## src/rtl/bezier_easing_curve_eval_top_assert.svh

```systemverilog
// assertion macros for the bezier easing curve evaluator
`ifndef BEZIER_EASING_CURVE_EVAL_TOP_ASSERT_SVH
`define BEZIER_EASING_CURVE_EVAL_TOP_ASSERT_SVH

`ifndef SYNTHESIS
`define BECE_ASSERT(lbl, clk, rst, prop) \
   lbl: assert property (@(posedge clk) disable iff (rst) prop) \
      else $error("bece assertion failed");
`define BECE_ASSERT_ALWAYS(lbl, clk, prop) \
   lbl: assert property (@(posedge clk) prop) \
      else $error("bece assertion failed");
`else
`define BECE_ASSERT(lbl, clk, rst, prop)
`define BECE_ASSERT_ALWAYS(lbl, clk, prop)
`endif

`endif

```

## src/rtl/bece_pkg.sv

```systemverilog
// types, constants and tables shared by the bezier easing curve evaluator
package bece_pkg;

   localparam int QB = 24;
   localparam int QW = 32;
   localparam int DIV_W = QW - 1 + QB;
   localparam int CTRL_W = 7;
   localparam int CSR_IDX_W = 2;
   localparam int TOL = 16;
   localparam int T_MAX = (1 << 25) - 1;
   localparam int T_MIN = -(1 << 25);
   localparam logic signed [QW-1:0] QONE = QW'(1 << QB);

   localparam logic [CSR_IDX_W-1:0] REG_CTRL1_X = 2'd0;
   localparam logic [CSR_IDX_W-1:0] REG_CTRL1_Y = 2'd1;
   localparam logic [CSR_IDX_W-1:0] REG_CTRL2_X = 2'd2;
   localparam logic [CSR_IDX_W-1:0] REG_CTRL2_Y = 2'd3;

   localparam logic [CTRL_W-1:0] CTRL1_X_RST = 7'd20;
   localparam logic [CTRL_W-1:0] CTRL1_Y_RST = 7'd20;
   localparam logic [CTRL_W-1:0] CTRL2_X_RST = 7'd107;
   localparam logic [CTRL_W-1:0] CTRL2_Y_RST = 7'd107;

   // 2^24 / 127 integer part, and reciprocal of 127 for the small remainder
   localparam int CTRL_SCALE = 132104;
   localparam int RECIP_127 = 1033;
   localparam int RECIP_SH = 17;

   localparam logic [2:0] A_IT = 3'd0;
   localparam logic [2:0] A_T  = 3'd1;
   localparam logic [2:0] A_RA = 3'd2;
   localparam logic [2:0] A_RB = 3'd3;
   localparam logic [2:0] A_RC = 3'd4;

   localparam logic [2:0] B_IT = 3'd0;
   localparam logic [2:0] B_T  = 3'd1;
   localparam logic [2:0] B_RA = 3'd2;
   localparam logic [2:0] B_RB = 3'd3;
   localparam logic [2:0] B_P1 = 3'd4;
   localparam logic [2:0] B_P2 = 3'd5;
   localparam logic [2:0] B_PD = 3'd6;
   localparam logic [2:0] B_PC = 3'd7;

   localparam logic [2:0] D_RA   = 3'd0;
   localparam logic [2:0] D_RB   = 3'd1;
   localparam logic [2:0] D_RC   = 3'd2;
   localparam logic [2:0] D_SET3 = 3'd3;
   localparam logic [2:0] D_ADD3 = 3'd4;
   localparam logic [2:0] D_ADD6 = 3'd5;
   localparam logic [2:0] D_ADD1 = 3'd6;

   localparam int MOP_W = 4;
   localparam logic [MOP_W-1:0] MOP_BEZ_FIRST = 4'd0;
   localparam logic [MOP_W-1:0] MOP_BEZ_LAST  = 4'd6;
   localparam logic [MOP_W-1:0] MOP_SLP_FIRST = 4'd7;
   localparam logic [MOP_W-1:0] MOP_SLP_LAST  = 4'd12;

   typedef struct packed {
      logic [2:0] asel;
      logic [2:0] bsel;
      logic [2:0] dst;
   } mop_type;

   typedef struct packed {
      logic             load;
      logic             mul_go;
      logic             mul_wb;
      logic [MOP_W-1:0] mop;
      logic             curve_y;
      logic             save_err;
      logic             div_start;
      logic             div_step;
      logic             newton_upd;
      logic             bis_init;
      logic             bis_upd;
      logic             t_clamp;
      logic             out_load;
   } cmd_type;

   typedef struct packed {
      logic err_small;
      logic slope_small;
   } sts_type;

   // multiply sequence: curve value, then slope
   function automatic mop_type mop_rom(input logic [MOP_W-1:0] idx);
      mop_type m;
      begin
         case (idx)
            4'd0:    m = '{asel: A_IT, bsel: B_IT, dst: D_RA};
            4'd1:    m = '{asel: A_T,  bsel: B_T,  dst: D_RB};
            4'd2:    m = '{asel: A_RA, bsel: B_T,  dst: D_RC};
            4'd3:    m = '{asel: A_RC, bsel: B_P1, dst: D_SET3};
            4'd4:    m = '{asel: A_IT, bsel: B_RB, dst: D_RC};
            4'd5:    m = '{asel: A_RC, bsel: B_P2, dst: D_ADD3};
            4'd6:    m = '{asel: A_RB, bsel: B_T,  dst: D_ADD1};
            4'd7:    m = '{asel: A_IT, bsel: B_IT, dst: D_RA};
            4'd8:    m = '{asel: A_RA, bsel: B_P1, dst: D_SET3};
            4'd9:    m = '{asel: A_IT, bsel: B_T,  dst: D_RA};
            4'd10:   m = '{asel: A_RA, bsel: B_PD, dst: D_ADD6};
            4'd11:   m = '{asel: A_T,  bsel: B_T,  dst: D_RA};
            4'd12:   m = '{asel: A_RA, bsel: B_PC, dst: D_ADD3};
            default: m = '{asel: A_T,  bsel: B_T,  dst: D_RA};
         endcase
         return m;
      end
   endfunction

   // control point c to Q24: floor((c * 2^24 + 63) / 127)
   function automatic logic signed [QW-1:0] ctrl_to_q(input logic [CTRL_W-1:0] c);
      logic [10:0] n;
      logic [21:0] prod;
      logic [QW-1:0] whole;
      begin
         n = {1'b0, c, 3'b000} + 11'd63;
         prod = 22'(n) * 22'(RECIP_127);
         whole = QW'(c) * QW'(CTRL_SCALE);
         return signed'(whole + QW'(prod >> RECIP_SH));
      end
   endfunction

endpackage

```

## src/rtl/bece_req_if.sv

```systemverilog
// request channel: progress value in, clamped to 0..1 by the datapath
interface bece_req_if #(parameter int XW = 18);
   logic                 valid;
   logic                 ready;
   logic signed [XW-1:0] x_in;
   modport source(output valid, output x_in, input ready);
   modport sink(input valid, input x_in, output ready);
endinterface

```

## src/rtl/bece_rsp_if.sv

```systemverilog
// response channel: eased value out
interface bece_rsp_if #(parameter int YW = 17);
   logic          valid;
   logic          ready;
   logic [YW-1:0] y_out;
   modport source(output valid, output y_out, input ready);
   modport sink(input valid, input y_out, output ready);
endinterface

```

## src/rtl/bece_ctrl.sv

```systemverilog
// solver sequencer: newton, bisection and output evaluation
`include "bezier_easing_curve_eval_top_assert.svh"
module bece_ctrl import bece_pkg::*; #(
   parameter int NEWTON_STEPS = 8,
   parameter int BISECT_STEPS = 24
) (
   input  logic    clock,
   input  logic    reset,
   input  logic    req_valid,
   output logic    req_ready,
   input  logic    rsp_ready,
   output logic    rsp_valid,
   output cmd_type cmd,
   input  sts_type sts
);

   localparam int ITMAX = (NEWTON_STEPS > BISECT_STEPS) ? NEWTON_STEPS : BISECT_STEPS;
   localparam int ITW = $clog2(ITMAX + 1);
   localparam int DCW = $clog2(DIV_W);

   localparam logic [3:0] S_IDLE    = 4'd0;
   localparam logic [3:0] S_N_EVAL  = 4'd1;
   localparam logic [3:0] S_N_CHK   = 4'd2;
   localparam logic [3:0] S_N_SLOPE = 4'd3;
   localparam logic [3:0] S_N_SCHK  = 4'd4;
   localparam logic [3:0] S_N_DIV   = 4'd5;
   localparam logic [3:0] S_N_UPD   = 4'd6;
   localparam logic [3:0] S_B_INIT  = 4'd7;
   localparam logic [3:0] S_B_EVAL  = 4'd8;
   localparam logic [3:0] S_B_CHK   = 4'd9;
   localparam logic [3:0] S_Y_CLAMP = 4'd10;
   localparam logic [3:0] S_Y_EVAL  = 4'd11;
   localparam logic [3:0] S_DONE    = 4'd12;

   logic [3:0]       state_ff, state_in;
   logic [MOP_W-1:0] mop_ff, mop_in;
   logic             phase_ff, phase_in;
   logic [ITW-1:0]   iter_ff, iter_in;
   logic [DCW-1:0]   div_cnt_ff, div_cnt_in;
   logic             rsp_valid_ff, rsp_valid_in;
   logic [MOP_W-1:0] mop_last;
   logic [3:0]       eval_next;

   assign req_ready = (state_ff == S_IDLE);
   assign rsp_valid = rsp_valid_ff;

   always_comb begin
      mop_last = (state_ff == S_N_SLOPE) ? MOP_SLP_LAST : MOP_BEZ_LAST;
      case (state_ff)
         S_N_EVAL:  eval_next = S_N_CHK;
         S_N_SLOPE: eval_next = S_N_SCHK;
         S_B_EVAL:  eval_next = S_B_CHK;
         default:   eval_next = S_DONE;
      endcase
   end

   always_comb begin
      cmd = '0;
      cmd.mop = mop_ff;
      cmd.curve_y = (state_ff == S_Y_EVAL);
      state_in = state_ff;
      mop_in = mop_ff;
      phase_in = phase_ff;
      iter_in = iter_ff;
      div_cnt_in = div_cnt_ff;
      rsp_valid_in = rsp_valid_ff && !rsp_ready;
      case (state_ff)
         S_IDLE: begin
            if (req_valid) begin
               cmd.load = 1'b1;
               mop_in = MOP_BEZ_FIRST;
               phase_in = 1'b0;
               iter_in = '0;
               state_in = S_N_EVAL;
            end
         end
         S_N_EVAL, S_N_SLOPE, S_B_EVAL, S_Y_EVAL: begin
            if (!phase_ff) begin
               cmd.mul_go = 1'b1;
               phase_in = 1'b1;
            end else begin
               cmd.mul_wb = 1'b1;
               phase_in = 1'b0;
               if (mop_ff == mop_last) begin
                  state_in = eval_next;
               end else begin
                  mop_in = mop_ff + 1'b1;
               end
            end
         end
         S_N_CHK: begin
            if (sts.err_small) begin
               state_in = S_Y_CLAMP;
            end else begin
               cmd.save_err = 1'b1;
               mop_in = MOP_SLP_FIRST;
               state_in = S_N_SLOPE;
            end
         end
         S_N_SCHK: begin
            if (sts.slope_small) begin
               state_in = S_B_INIT;
            end else begin
               cmd.div_start = 1'b1;
               div_cnt_in = '0;
               state_in = S_N_DIV;
            end
         end
         S_N_DIV: begin
            cmd.div_step = 1'b1;
            if (div_cnt_ff == DCW'(DIV_W - 1)) begin
               state_in = S_N_UPD;
            end else begin
               div_cnt_in = div_cnt_ff + 1'b1;
            end
         end
         S_N_UPD: begin
            cmd.newton_upd = 1'b1;
            mop_in = MOP_BEZ_FIRST;
            if (iter_ff == ITW'(NEWTON_STEPS - 1)) begin
               state_in = S_B_INIT;
            end else begin
               iter_in = iter_ff + 1'b1;
               state_in = S_N_EVAL;
            end
         end
         S_B_INIT: begin
            cmd.bis_init = 1'b1;
            iter_in = '0;
            mop_in = MOP_BEZ_FIRST;
            state_in = S_B_EVAL;
         end
         S_B_CHK: begin
            mop_in = MOP_BEZ_FIRST;
            if (sts.err_small) begin
               state_in = S_Y_CLAMP;
            end else begin
               cmd.bis_upd = 1'b1;
               if (iter_ff == ITW'(BISECT_STEPS - 1)) begin
                  state_in = S_Y_CLAMP;
               end else begin
                  iter_in = iter_ff + 1'b1;
                  state_in = S_B_EVAL;
               end
            end
         end
         S_Y_CLAMP: begin
            cmd.t_clamp = 1'b1;
            mop_in = MOP_BEZ_FIRST;
            state_in = S_Y_EVAL;
         end
         S_DONE: begin
            if (!rsp_valid_ff || rsp_ready) begin
               cmd.out_load = 1'b1;
               rsp_valid_in = 1'b1;
               state_in = S_IDLE;
            end
         end
         default: begin
            state_in = S_IDLE;
         end
      endcase
   end

   always_ff @(posedge clock) begin
      if (reset) begin
         state_ff <= S_IDLE;
         mop_ff <= MOP_BEZ_FIRST;
         phase_ff <= 1'b0;
         iter_ff <= '0;
         div_cnt_ff <= '0;
         rsp_valid_ff <= 1'b0;
      end else begin
         state_ff <= state_in;
         mop_ff <= mop_in;
         phase_ff <= phase_in;
         iter_ff <= iter_in;
         div_cnt_ff <= div_cnt_in;
         rsp_valid_ff <= rsp_valid_in;
      end
   end

   `BECE_ASSERT(a_rsp_from_done, clock, reset, $rose(rsp_valid_ff) |-> $past(state_ff) == S_DONE)
   `BECE_ASSERT(a_bis_bound, clock, reset, (state_ff == S_B_CHK) |-> (iter_ff < ITW'(BISECT_STEPS)))
   `BECE_ASSERT(a_div_len, clock, reset, (state_ff == S_N_UPD) |-> ($past(div_cnt_ff) == DCW'(DIV_W - 1)))
   `BECE_ASSERT_ALWAYS(a_reset_idle, clock, reset |=> (state_ff == S_IDLE && !rsp_valid_ff))

endmodule

```

## src/rtl/bece_dp.sv

```systemverilog
// datapath: control registers, shared multiplier, divider and solver registers
module bece_dp import bece_pkg::*; #(
   parameter int FRAC_BITS = 16
) (
   input  logic                       clock,
   input  logic                       reset,
   input  logic                       csr_we,
   input  logic [CSR_IDX_W-1:0]       csr_index,
   input  logic [CTRL_W-1:0]          csr_wdata,
   input  logic signed [FRAC_BITS+1:0] x_in,
   output logic [FRAC_BITS:0]         y_out,
   input  cmd_type                    cmd,
   output sts_type                    sts
);

   localparam int SH = QB - FRAC_BITS;
   localparam int EW = DIV_W + 2;
   localparam logic [QW-1:0] RND = (SH > 0) ? (QW'(1) << ((SH > 0) ? SH - 1 : 0)) : '0;
   localparam logic [FRAC_BITS:0] XONE = {1'b1, {FRAC_BITS{1'b0}}};
   localparam logic signed [2*QW-1:0] MUL_HALF = (2*QW)'(1) << (QB - 1);
   localparam logic signed [QW-1:0] TOL_Q = QW'(TOL);
   localparam logic signed [EW-1:0] TMAX_E = EW'(T_MAX);
   localparam logic signed [EW-1:0] TMIN_E = EW'(T_MIN);

   logic [CTRL_W-1:0] c1x_ff, c1y_ff, c2x_ff, c2y_ff;

   logic signed [QW-1:0]   xq_ff, xq_in, t_ff, t_in, lft_ff, lft_in, rgt_ff, rgt_in;
   logic signed [QW-1:0]   ra_ff, ra_in, rb_ff, rb_in, rc_ff, rc_in;
   logic signed [QW-1:0]   acc_ff, acc_in, err_ff, err_in;
   logic signed [2*QW-1:0] mul_ff, mul_in;
   logic [QW-1:0]          rem_ff, rem_in, den_ff, den_in;
   logic [DIV_W-1:0]       quo_ff, quo_in;
   logic                   neg_ff, neg_in;
   logic [FRAC_BITS:0]     y_ff, y_in;

   logic signed [QW-1:0]   p1, p2, pd, pc, it, a_op, b_op, wb, err, nl, nr, yc;
   logic signed [2*QW-1:0] rnd;
   logic [QW:0]            rem_sh, rem_diff, mid_sum;
   logic [QW-1:0]          err_mag, den_mag, ysum, yv;
   logic signed [EW-1:0]   q_ext, q_sgn, t_new;
   logic [FRAC_BITS:0]     xc;
   logic                   err_neg, rem_ok;
   mop_type                mop;

   always_ff @(posedge clock) begin
      if (reset) begin
         c1x_ff <= CTRL1_X_RST;
         c1y_ff <= CTRL1_Y_RST;
         c2x_ff <= CTRL2_X_RST;
         c2y_ff <= CTRL2_Y_RST;
      end else if (csr_we) begin
         case (csr_index)
            REG_CTRL1_X: c1x_ff <= csr_wdata;
            REG_CTRL1_Y: c1y_ff <= csr_wdata;
            REG_CTRL2_X: c2x_ff <= csr_wdata;
            REG_CTRL2_Y: c2y_ff <= csr_wdata;
            default: ;
         endcase
      end
   end

   always_comb begin
      p1 = cmd.curve_y ? ctrl_to_q(c1y_ff) : ctrl_to_q(c1x_ff);
      p2 = cmd.curve_y ? ctrl_to_q(c2y_ff) : ctrl_to_q(c2x_ff);
      pd = p2 - p1;
      pc = QONE - p2;
      it = QONE - t_ff;
      mop = mop_rom(cmd.mop);
      case (mop.asel)
         A_IT:    a_op = it;
         A_T:     a_op = t_ff;
         A_RA:    a_op = ra_ff;
         A_RB:    a_op = rb_ff;
         A_RC:    a_op = rc_ff;
         default: a_op = t_ff;
      endcase
      case (mop.bsel)
         B_IT:    b_op = it;
         B_T:     b_op = t_ff;
         B_RA:    b_op = ra_ff;
         B_RB:    b_op = rb_ff;
         B_P1:    b_op = p1;
         B_P2:    b_op = p2;
         B_PD:    b_op = pd;
         B_PC:    b_op = pc;
         default: b_op = t_ff;
      endcase
      rnd = (mul_ff + MUL_HALF) >>> QB;
      wb = rnd[QW-1:0];

      err = acc_ff - xq_ff;
      err_neg = (acc_ff < xq_ff);
      sts.err_small = (err > -TOL_Q) && (err < TOL_Q);
      sts.slope_small = (acc_ff > -TOL_Q) && (acc_ff < TOL_Q);

      err_mag = err_ff[QW-1] ? QW'(-err_ff) : QW'(err_ff);
      den_mag = acc_ff[QW-1] ? QW'(-acc_ff) : QW'(acc_ff);
      rem_sh = {rem_ff, quo_ff[DIV_W-1]};
      rem_ok = (rem_sh >= {1'b0, den_ff});
      rem_diff = rem_sh - {1'b0, den_ff};

      q_ext = signed'({2'b00, quo_ff});
      q_sgn = neg_ff ? -q_ext : q_ext;
      t_new = {{(EW-QW){t_ff[QW-1]}}, t_ff} - q_sgn;

      nl = err_neg ? t_ff : lft_ff;
      nr = err_neg ? rgt_ff : t_ff;
      mid_sum = {nl[QW-1], nl} + {nr[QW-1], nr};

      if (x_in[FRAC_BITS+1]) begin
         xc = '0;
      end else if (x_in[FRAC_BITS:0] > XONE) begin
         xc = XONE;
      end else begin
         xc = x_in[FRAC_BITS:0];
      end

      if (acc_ff < 0) begin
         yc = '0;
      end else if (acc_ff > QONE) begin
         yc = QONE;
      end else begin
         yc = acc_ff;
      end
      ysum = QW'(yc) + RND;
      yv = ysum >> SH;
   end

   always_comb begin
      xq_in = xq_ff;
      t_in = t_ff;
      lft_in = lft_ff;
      rgt_in = rgt_ff;
      ra_in = ra_ff;
      rb_in = rb_ff;
      rc_in = rc_ff;
      acc_in = acc_ff;
      err_in = err_ff;
      mul_in = mul_ff;
      rem_in = rem_ff;
      den_in = den_ff;
      quo_in = quo_ff;
      neg_in = neg_ff;
      y_in = y_ff;
      if (cmd.load) begin
         xq_in = signed'(QW'(xc) << SH);
         t_in = signed'(QW'(xc) << SH);
      end
      if (cmd.mul_go) begin
         mul_in = a_op * b_op;
      end
      if (cmd.mul_wb) begin
         case (mop.dst)
            D_RA:    ra_in = wb;
            D_RB:    rb_in = wb;
            D_RC:    rc_in = wb;
            D_SET3:  acc_in = 3 * wb;
            D_ADD3:  acc_in = acc_ff + 3 * wb;
            D_ADD6:  acc_in = acc_ff + 6 * wb;
            D_ADD1:  acc_in = acc_ff + wb;
            default: ra_in = wb;
         endcase
      end
      if (cmd.save_err) begin
         err_in = err;
      end
      if (cmd.div_start) begin
         rem_in = '0;
         den_in = den_mag;
         quo_in = {err_mag[QW-2:0], {QB{1'b0}}};
         neg_in = err_ff[QW-1] ^ acc_ff[QW-1];
      end
      if (cmd.div_step) begin
         rem_in = rem_ok ? rem_diff[QW-1:0] : rem_sh[QW-1:0];
         quo_in = {quo_ff[DIV_W-2:0], rem_ok};
      end
      if (cmd.newton_upd) begin
         if (t_new > TMAX_E) begin
            t_in = TMAX_E[QW-1:0];
         end else if (t_new < TMIN_E) begin
            t_in = TMIN_E[QW-1:0];
         end else begin
            t_in = t_new[QW-1:0];
         end
      end
      if (cmd.bis_init) begin
         t_in = xq_ff;
         lft_in = '0;
         rgt_in = QONE;
      end
      if (cmd.bis_upd) begin
         lft_in = nl;
         rgt_in = nr;
         t_in = mid_sum[QW:1];
      end
      if (cmd.t_clamp) begin
         if (t_ff < 0) begin
            t_in = '0;
         end else if (t_ff > QONE) begin
            t_in = QONE;
         end
      end
      if (cmd.out_load) begin
         y_in = yv[FRAC_BITS:0];
      end
   end

   always_ff @(posedge clock) begin
      xq_ff <= xq_in;
      t_ff <= t_in;
      lft_ff <= lft_in;
      rgt_ff <= rgt_in;
      ra_ff <= ra_in;
      rb_ff <= rb_in;
      rc_ff <= rc_in;
      acc_ff <= acc_in;
      err_ff <= err_in;
      mul_ff <= mul_in;
      rem_ff <= rem_in;
      den_ff <= den_in;
      quo_ff <= quo_in;
      neg_ff <= neg_in;
      y_ff <= y_in;
   end

   assign y_out = y_ff;

endmodule

```

## src/rtl/bezier_easing_curve_eval_top.sv

```systemverilog
// top level of the cubic bezier easing curve evaluator
// Usage: program the two inner control points through the csr write port
// (index 0..3: ctrl1_x, ctrl1_y, ctrl2_x, ctrl2_y, 7 bits each, v/127),
// only while the block is idle. Each request beat carries x_in in signed
// Q2.FRAC_BITS; it is clamped to 0..1 and the block answers with one
// response beat holding y_out = By(t) where Bx(t) = x, unsigned Q1.FRAC_BITS.
// One item is solved at a time on a shared 32x32 multiplier (seven
// products per curve value, six per slope) and a one-bit-per-cycle
// 55-step divider for each newton step. A new request is taken only
// in the idle state, after the previous result is loaded into the
// output register. A finished result sits in the output register while
// the next request is taken; a stalled receiver holds the block only at
// the end of the next item. Reset loads the default control points,
// empties the output register and returns to idle.
module bezier_easing_curve_eval_top import bece_pkg::*; #(
   parameter int FRAC_BITS = 16,
   parameter int NEWTON_STEPS = 8,
   parameter int BISECT_STEPS = 24
) (
   input  logic                 clock,
   input  logic                 reset,
   input  logic                 csr_we,
   input  logic [CSR_IDX_W-1:0] csr_index,
   input  logic [CTRL_W-1:0]    csr_wdata,
   bece_req_if.sink             req_chan,
   bece_rsp_if.source           rsp_chan
);

   cmd_type cmd;
   sts_type sts;

   bece_ctrl #(
      .NEWTON_STEPS(NEWTON_STEPS),
      .BISECT_STEPS(BISECT_STEPS)
   ) u_ctrl (
      .clock(clock),
      .reset(reset),
      .req_valid(req_chan.valid),
      .req_ready(req_chan.ready),
      .rsp_ready(rsp_chan.ready),
      .rsp_valid(rsp_chan.valid),
      .cmd(cmd),
      .sts(sts)
   );

   bece_dp #(
      .FRAC_BITS(FRAC_BITS)
   ) u_dp (
      .clock(clock),
      .reset(reset),
      .csr_we(csr_we),
      .csr_index(csr_index),
      .csr_wdata(csr_wdata),
      .x_in(req_chan.x_in),
      .y_out(rsp_chan.y_out),
      .cmd(cmd),
      .sts(sts)
   );

endmodule

```

## src/flat_wrapper.sv

```systemverilog
// flat-port wrapper written by rule: the top's interface ports become plain ports
module bezier_easing_curve_eval_top_flat import bece_pkg::*;
#(
   parameter int FRAC_BITS = 16,
   parameter int NEWTON_STEPS = 8,
   parameter int BISECT_STEPS = 24
)
  (clock, reset, csr_we, csr_index, csr_wdata, req_chan_valid, req_chan_x_in, req_chan_ready, rsp_chan_valid, rsp_chan_y_out, rsp_chan_ready);
  bece_req_if #(.XW((18))) req_chan_i ();
  bece_rsp_if #(.YW((17))) rsp_chan_i ();
  input  logic clock;
  input  logic reset;
  input  logic csr_we;
  input  logic [CSR_IDX_W-1:0] csr_index;
  input  logic [CTRL_W-1:0] csr_wdata;
  input wire logic [$bits(req_chan_i.valid)-1:0] req_chan_valid;
  input wire logic [$bits(req_chan_i.x_in)-1:0] req_chan_x_in;
  output wire logic [$bits(req_chan_i.ready)-1:0] req_chan_ready;
  output wire logic [$bits(rsp_chan_i.valid)-1:0] rsp_chan_valid;
  output wire logic [$bits(rsp_chan_i.y_out)-1:0] rsp_chan_y_out;
  input wire logic [$bits(rsp_chan_i.ready)-1:0] rsp_chan_ready;
  assign req_chan_i.valid = req_chan_valid;
  assign req_chan_i.x_in = req_chan_x_in;
  assign req_chan_ready = req_chan_i.ready;
  assign rsp_chan_valid = rsp_chan_i.valid;
  assign rsp_chan_y_out = rsp_chan_i.y_out;
  assign rsp_chan_i.ready = rsp_chan_ready;
  bezier_easing_curve_eval_top #(.FRAC_BITS(FRAC_BITS), .NEWTON_STEPS(NEWTON_STEPS), .BISECT_STEPS(BISECT_STEPS)) u_core (.clock(clock), .reset(reset), .csr_we(csr_we), .csr_index(csr_index), .csr_wdata(csr_wdata), .req_chan(req_chan_i), .rsp_chan(rsp_chan_i));
endmodule
```

## config.mk

```make
export PLATFORM = sky130hd
export DESIGN_NAME = bezier_easing_curve_eval_top_flat
export DESIGN_NICKNAME = d
export VERILOG_FILES = /design/src/rtl/bece_pkg.sv /design/src/rtl/bece_req_if.sv /design/src/rtl/bece_rsp_if.sv /design/src/rtl/bece_ctrl.sv /design/src/rtl/bece_dp.sv /design/src/rtl/bezier_easing_curve_eval_top.sv /design/src/flat_wrapper.sv
export VERILOG_INCLUDE_DIRS = /design/src /design/src/rtl
export SDC_FILE = /design/constraint.sdc
export NUM_CORES = 2
export LEC_CHECK = 0
export ABC_AREA = 1
export BUFFER_PORTS_ARGS = -buffer_cell sky130_fd_sc_hd__buf_2
export CAP_MARGIN = 10
export CELL_PAD_IN_SITES_DETAIL_PLACEMENT = 1
export CELL_PAD_IN_SITES_GLOBAL_PLACEMENT = 2
export CORE_ASPECT_RATIO = 1.2
export CORE_MARGIN = 3
export CORE_UTILIZATION = 35
export CTS_CLUSTER_DIAMETER = 60
export DETAILED_ROUTE_END_ITERATION = 12
export PLACE_DENSITY_LB_ADDON = 0.25
export RECOVER_POWER = 50
export SLEW_MARGIN = 20
export SYNTH_ARGS = -nofsm -noshare
export SYNTH_HDL_FRONTEND = slang
export SYNTH_SLANG_ARGS = --single-unit
export TNS_END_PERCENT = 100
```

## constraint.sdc

```tcl
create_clock -name clock -period 28.2 [get_ports clock]
set_input_delay 4.23 -clock clock [delete_from_list [all_inputs] [get_ports clock]]
set_output_delay 4.23 -clock clock [all_outputs]
set_load 0.05 [all_outputs]
```

==> out/qor.txt <==
Max Root-Sink Buffers = 3
Synth Area in XOR/XNOR = 4.06%
CTS H-tree lvls = 3
DP Area = 0.0858 sq mm
die area = 0.240 sq mm
#FFs+latches synth = 501
Final Cell Area = 0.0881 sq mm
clock buffers created by TritonCTS = 67
CTS tree = yes
initial antenna violation count = 17
CP Max Fanout = 23
most frequent cells in the layout = inv_1, nand2_1, nor2_1, fa_1, ha_1
crit-path max cell delay = 720 ps
Hold Fails Final Rpt = 0
share of cells above drive strength 1 = 4.97%
Remaining DRCs = 0
P&R area growth vs syn = 7.72%
hold bufs inserted after CTS = 0
Nets = 12500
crit-path leading delay family = adder cells
global-route wire length before repair = 530000 um
Initial Util = 35.4%
CP Data Arrival Time = 15640 ps
Post-synth EDFFs = 411
Synth cell types = 84
Overall Global Routing Usage = 29.8%
final setup TNS = 0 ps
Filler Cells Inserted = 28700
Most Frequent Cell on Critical Path = nand2_1
critical setup path kind = reg -> reg
Adder-Cell Fraction of Synth Area = 33.6%
first-pass iteration count of the detailed router = 8
Synth Warn # = 0
Clock transition at path regs = 60 ps
insertion delay to the later sink of the worst-skew pair = 680 ps
Max Clk Rate = 65.7 MHz
Multi-input gate area = 0.0575 sq mm
main flop type after synthesis = edfxtp_1
Hold Slack = 489 ps
compound-cell area share of the yosys netlist = 10.6%
Synth Net Count = 12600
failing checks = max-capacitance violations, max-slew violations
Mapped Area = 0.0818 sq mm
slowest CP cell = a211oi_1
main combinational cell family by area after synthesis = adder cells
Worst Tran Pin Value = 3380 ps
Hold Crit Class = reg -> reg
DP Wirelength = 294000 um
Post-CTS Resized = 0
largest net degree at the start of global routing = 129
grt total ovfl = 0
WL final = 359000 um
num ports = 51
Post-Synthesis Cells = 10900
outcome = complete, but fails checks
Reg area = 0.0141 sq mm
relative slew slack = -125%
clock skew = 34.9 ps
fin util = 38.1%
mux cell area share after synthesis = 0.0122%
Buffers & Inverters on Critical Path = 14
max cap viols = 11
Post-Synth Simple-Gate Area = 21.9%
antenna-violating nets left = 0
initial drt markers = 4300
startpoint types = flip-flop
Placer Congestion = 0.975
drt wl/cell = 25.6 um
CORE AREA = 0.231 sq mm
vias in the first global route = 81500
Crit. End Element = flip-flop
unrepaired setup endpoints after global routing = false
clk sinks = 501
commonest non-fill, non-tap cell in the layout = inv_1
final setup fails = 0
ratio of final minimum period to clock period = 54.0%
final slew viol count = 406
Post-Syn Area per Cell = 7.48 sq um
Via density = 5.31
vias after detailed routing = 74500
I/O Buffers = 50
ys async rst share = 0%
Die Span Y = 536 um
Root Driver = clkbuf_16
Die X-Extent = 447 um
num rows = 193
sequential share of the synthesized area = 17.3%
fin crit period = 15220 ps
Worst EP required = 28620 ps
# Post-CTS Setup Buffers = 0
[synthesized netlist by cell type, types with 22 or more instances]
library cell	count	area share, %
nor3_1	138	0.84
inv_2	24	0.11
xnor2_1	81	0.87
inv_1	2342	11
clkinv_1	26	0.12
o21ai_0	536	3.3
nand2_1	2267	10
a22oi_1	32	0.29
a21oi_1	542	3.3
o211ai_1	46	0.42
nand2_2	34	0.26
nor4_1	52	0.40
or2_2	57	0.44
ha_1	607	9.3
edfxtp_1	411	15
clkbuf_1	225	1.0
nand4_1	107	0.82
a221oi_1	56	0.60
o21a_1	24	0.22
xor2_1	287	3.1
o221ai_1	27	0.29
nand3_1	376	2.3
o21bai_1	22	0.20
nor2_1	1122	5.1
dfxtp_1	90	2.2
fa_1	994	24
buf_2	36	0.22
a31oi_1	58	0.44
[worst paths after layout]
path                                                               start                                       end  slack [ps]  cells past startpoint
worst max-delay path                  u_core.u_dp.c2y_ff[0]$_SDFFE_PP1P_          u_core.u_dp.mul_ff[52]$_DFFE_PP_       12980                     69
worst min-delay path            u_core.u_ctrl.div_cnt_ff[3]$_SDFFE_PP0P_  u_core.u_ctrl.div_cnt_ff[4]$_SDFFE_PP0P_         490                      1
worst min register to register  u_core.u_ctrl.div_cnt_ff[3]$_SDFFE_PP0P_  u_core.u_ctrl.div_cnt_ff[4]$_SDFFE_PP0P_         490                      1
worst max register to register        u_core.u_dp.c2y_ff[0]$_SDFFE_PP1P_          u_core.u_dp.mul_ff[52]$_DFFE_PP_       12980                     69
[kinds of logic (layout without fill, tap and decap cells)]
logic type / after synthesis / after routing
buf+inv: 2693 / 2706
other cells: 0 / 49
flops: 501 / 501
fa+ha+maj: 1601 / 1601
xor+xnor: 374 / 374
simple gates: 4270 / 4270
mux: 1 / 1
compound gates: 1494 / 1494
[layout make-up]
type | count | share of cell area, %
Timing Repair Buffer | 190 | 1.43
Clock buffer | 80 | 1.99
Tap cell | 3022 | 4.29
Multi-Input combinational cell | 7740 | 65.3
Inverter | 2393 | 10.2
Sequential cell | 501 | 16.0
Antenna cell | 49 | 0.139
Clock inverter | 43 | 0.615
[registers in the layout, indices dropped and copies added (netlist names), 9 cells and up]
signal and flops:
u_core.u_dp.y_out 17, u_core.u_dp.rgt_ff 32, u_core.u_dp.ra_ff 32, u_core.u_dp.err_ff 32, u_core.u_dp.acc_ff 32, u_core.u_dp.rc_ff 32, u_core.u_dp.xq_ff 17, u_core.u_dp.den_ff 32
u_core.u_dp.mop 9, u_core.u_dp.rem_ff 32, u_core.u_dp.t_ff 32, u_core.u_dp.rb_ff 32, u_core.u_dp.quo_ff 55, u_core.u_dp.lft_ff 32, u_core.u_dp.mul_ff 33
[metal layers]
layer	track usage (%)	up-vias	part of all wire, %
li1	-	34200	-
met1	33.5	37600	38
met2	53.3	1920	50
met3	3.03	731	4.2
met4	19.8	6	8.1
met5	0	-	0.012
[per-stage QoR]
step | worst slack, ps | cells
global route | 11920 | 14000
floorplan | 15810 | 10900
detailed placement | 12880 | 13800
CTS | 12850 | 14000
global placement | 12890 | 13800
finish | 12980 | 14000
Power is left out: the tool's default activity adds up to more than one toggle a clock period on the data nets, which glitch-free logic cannot reach.
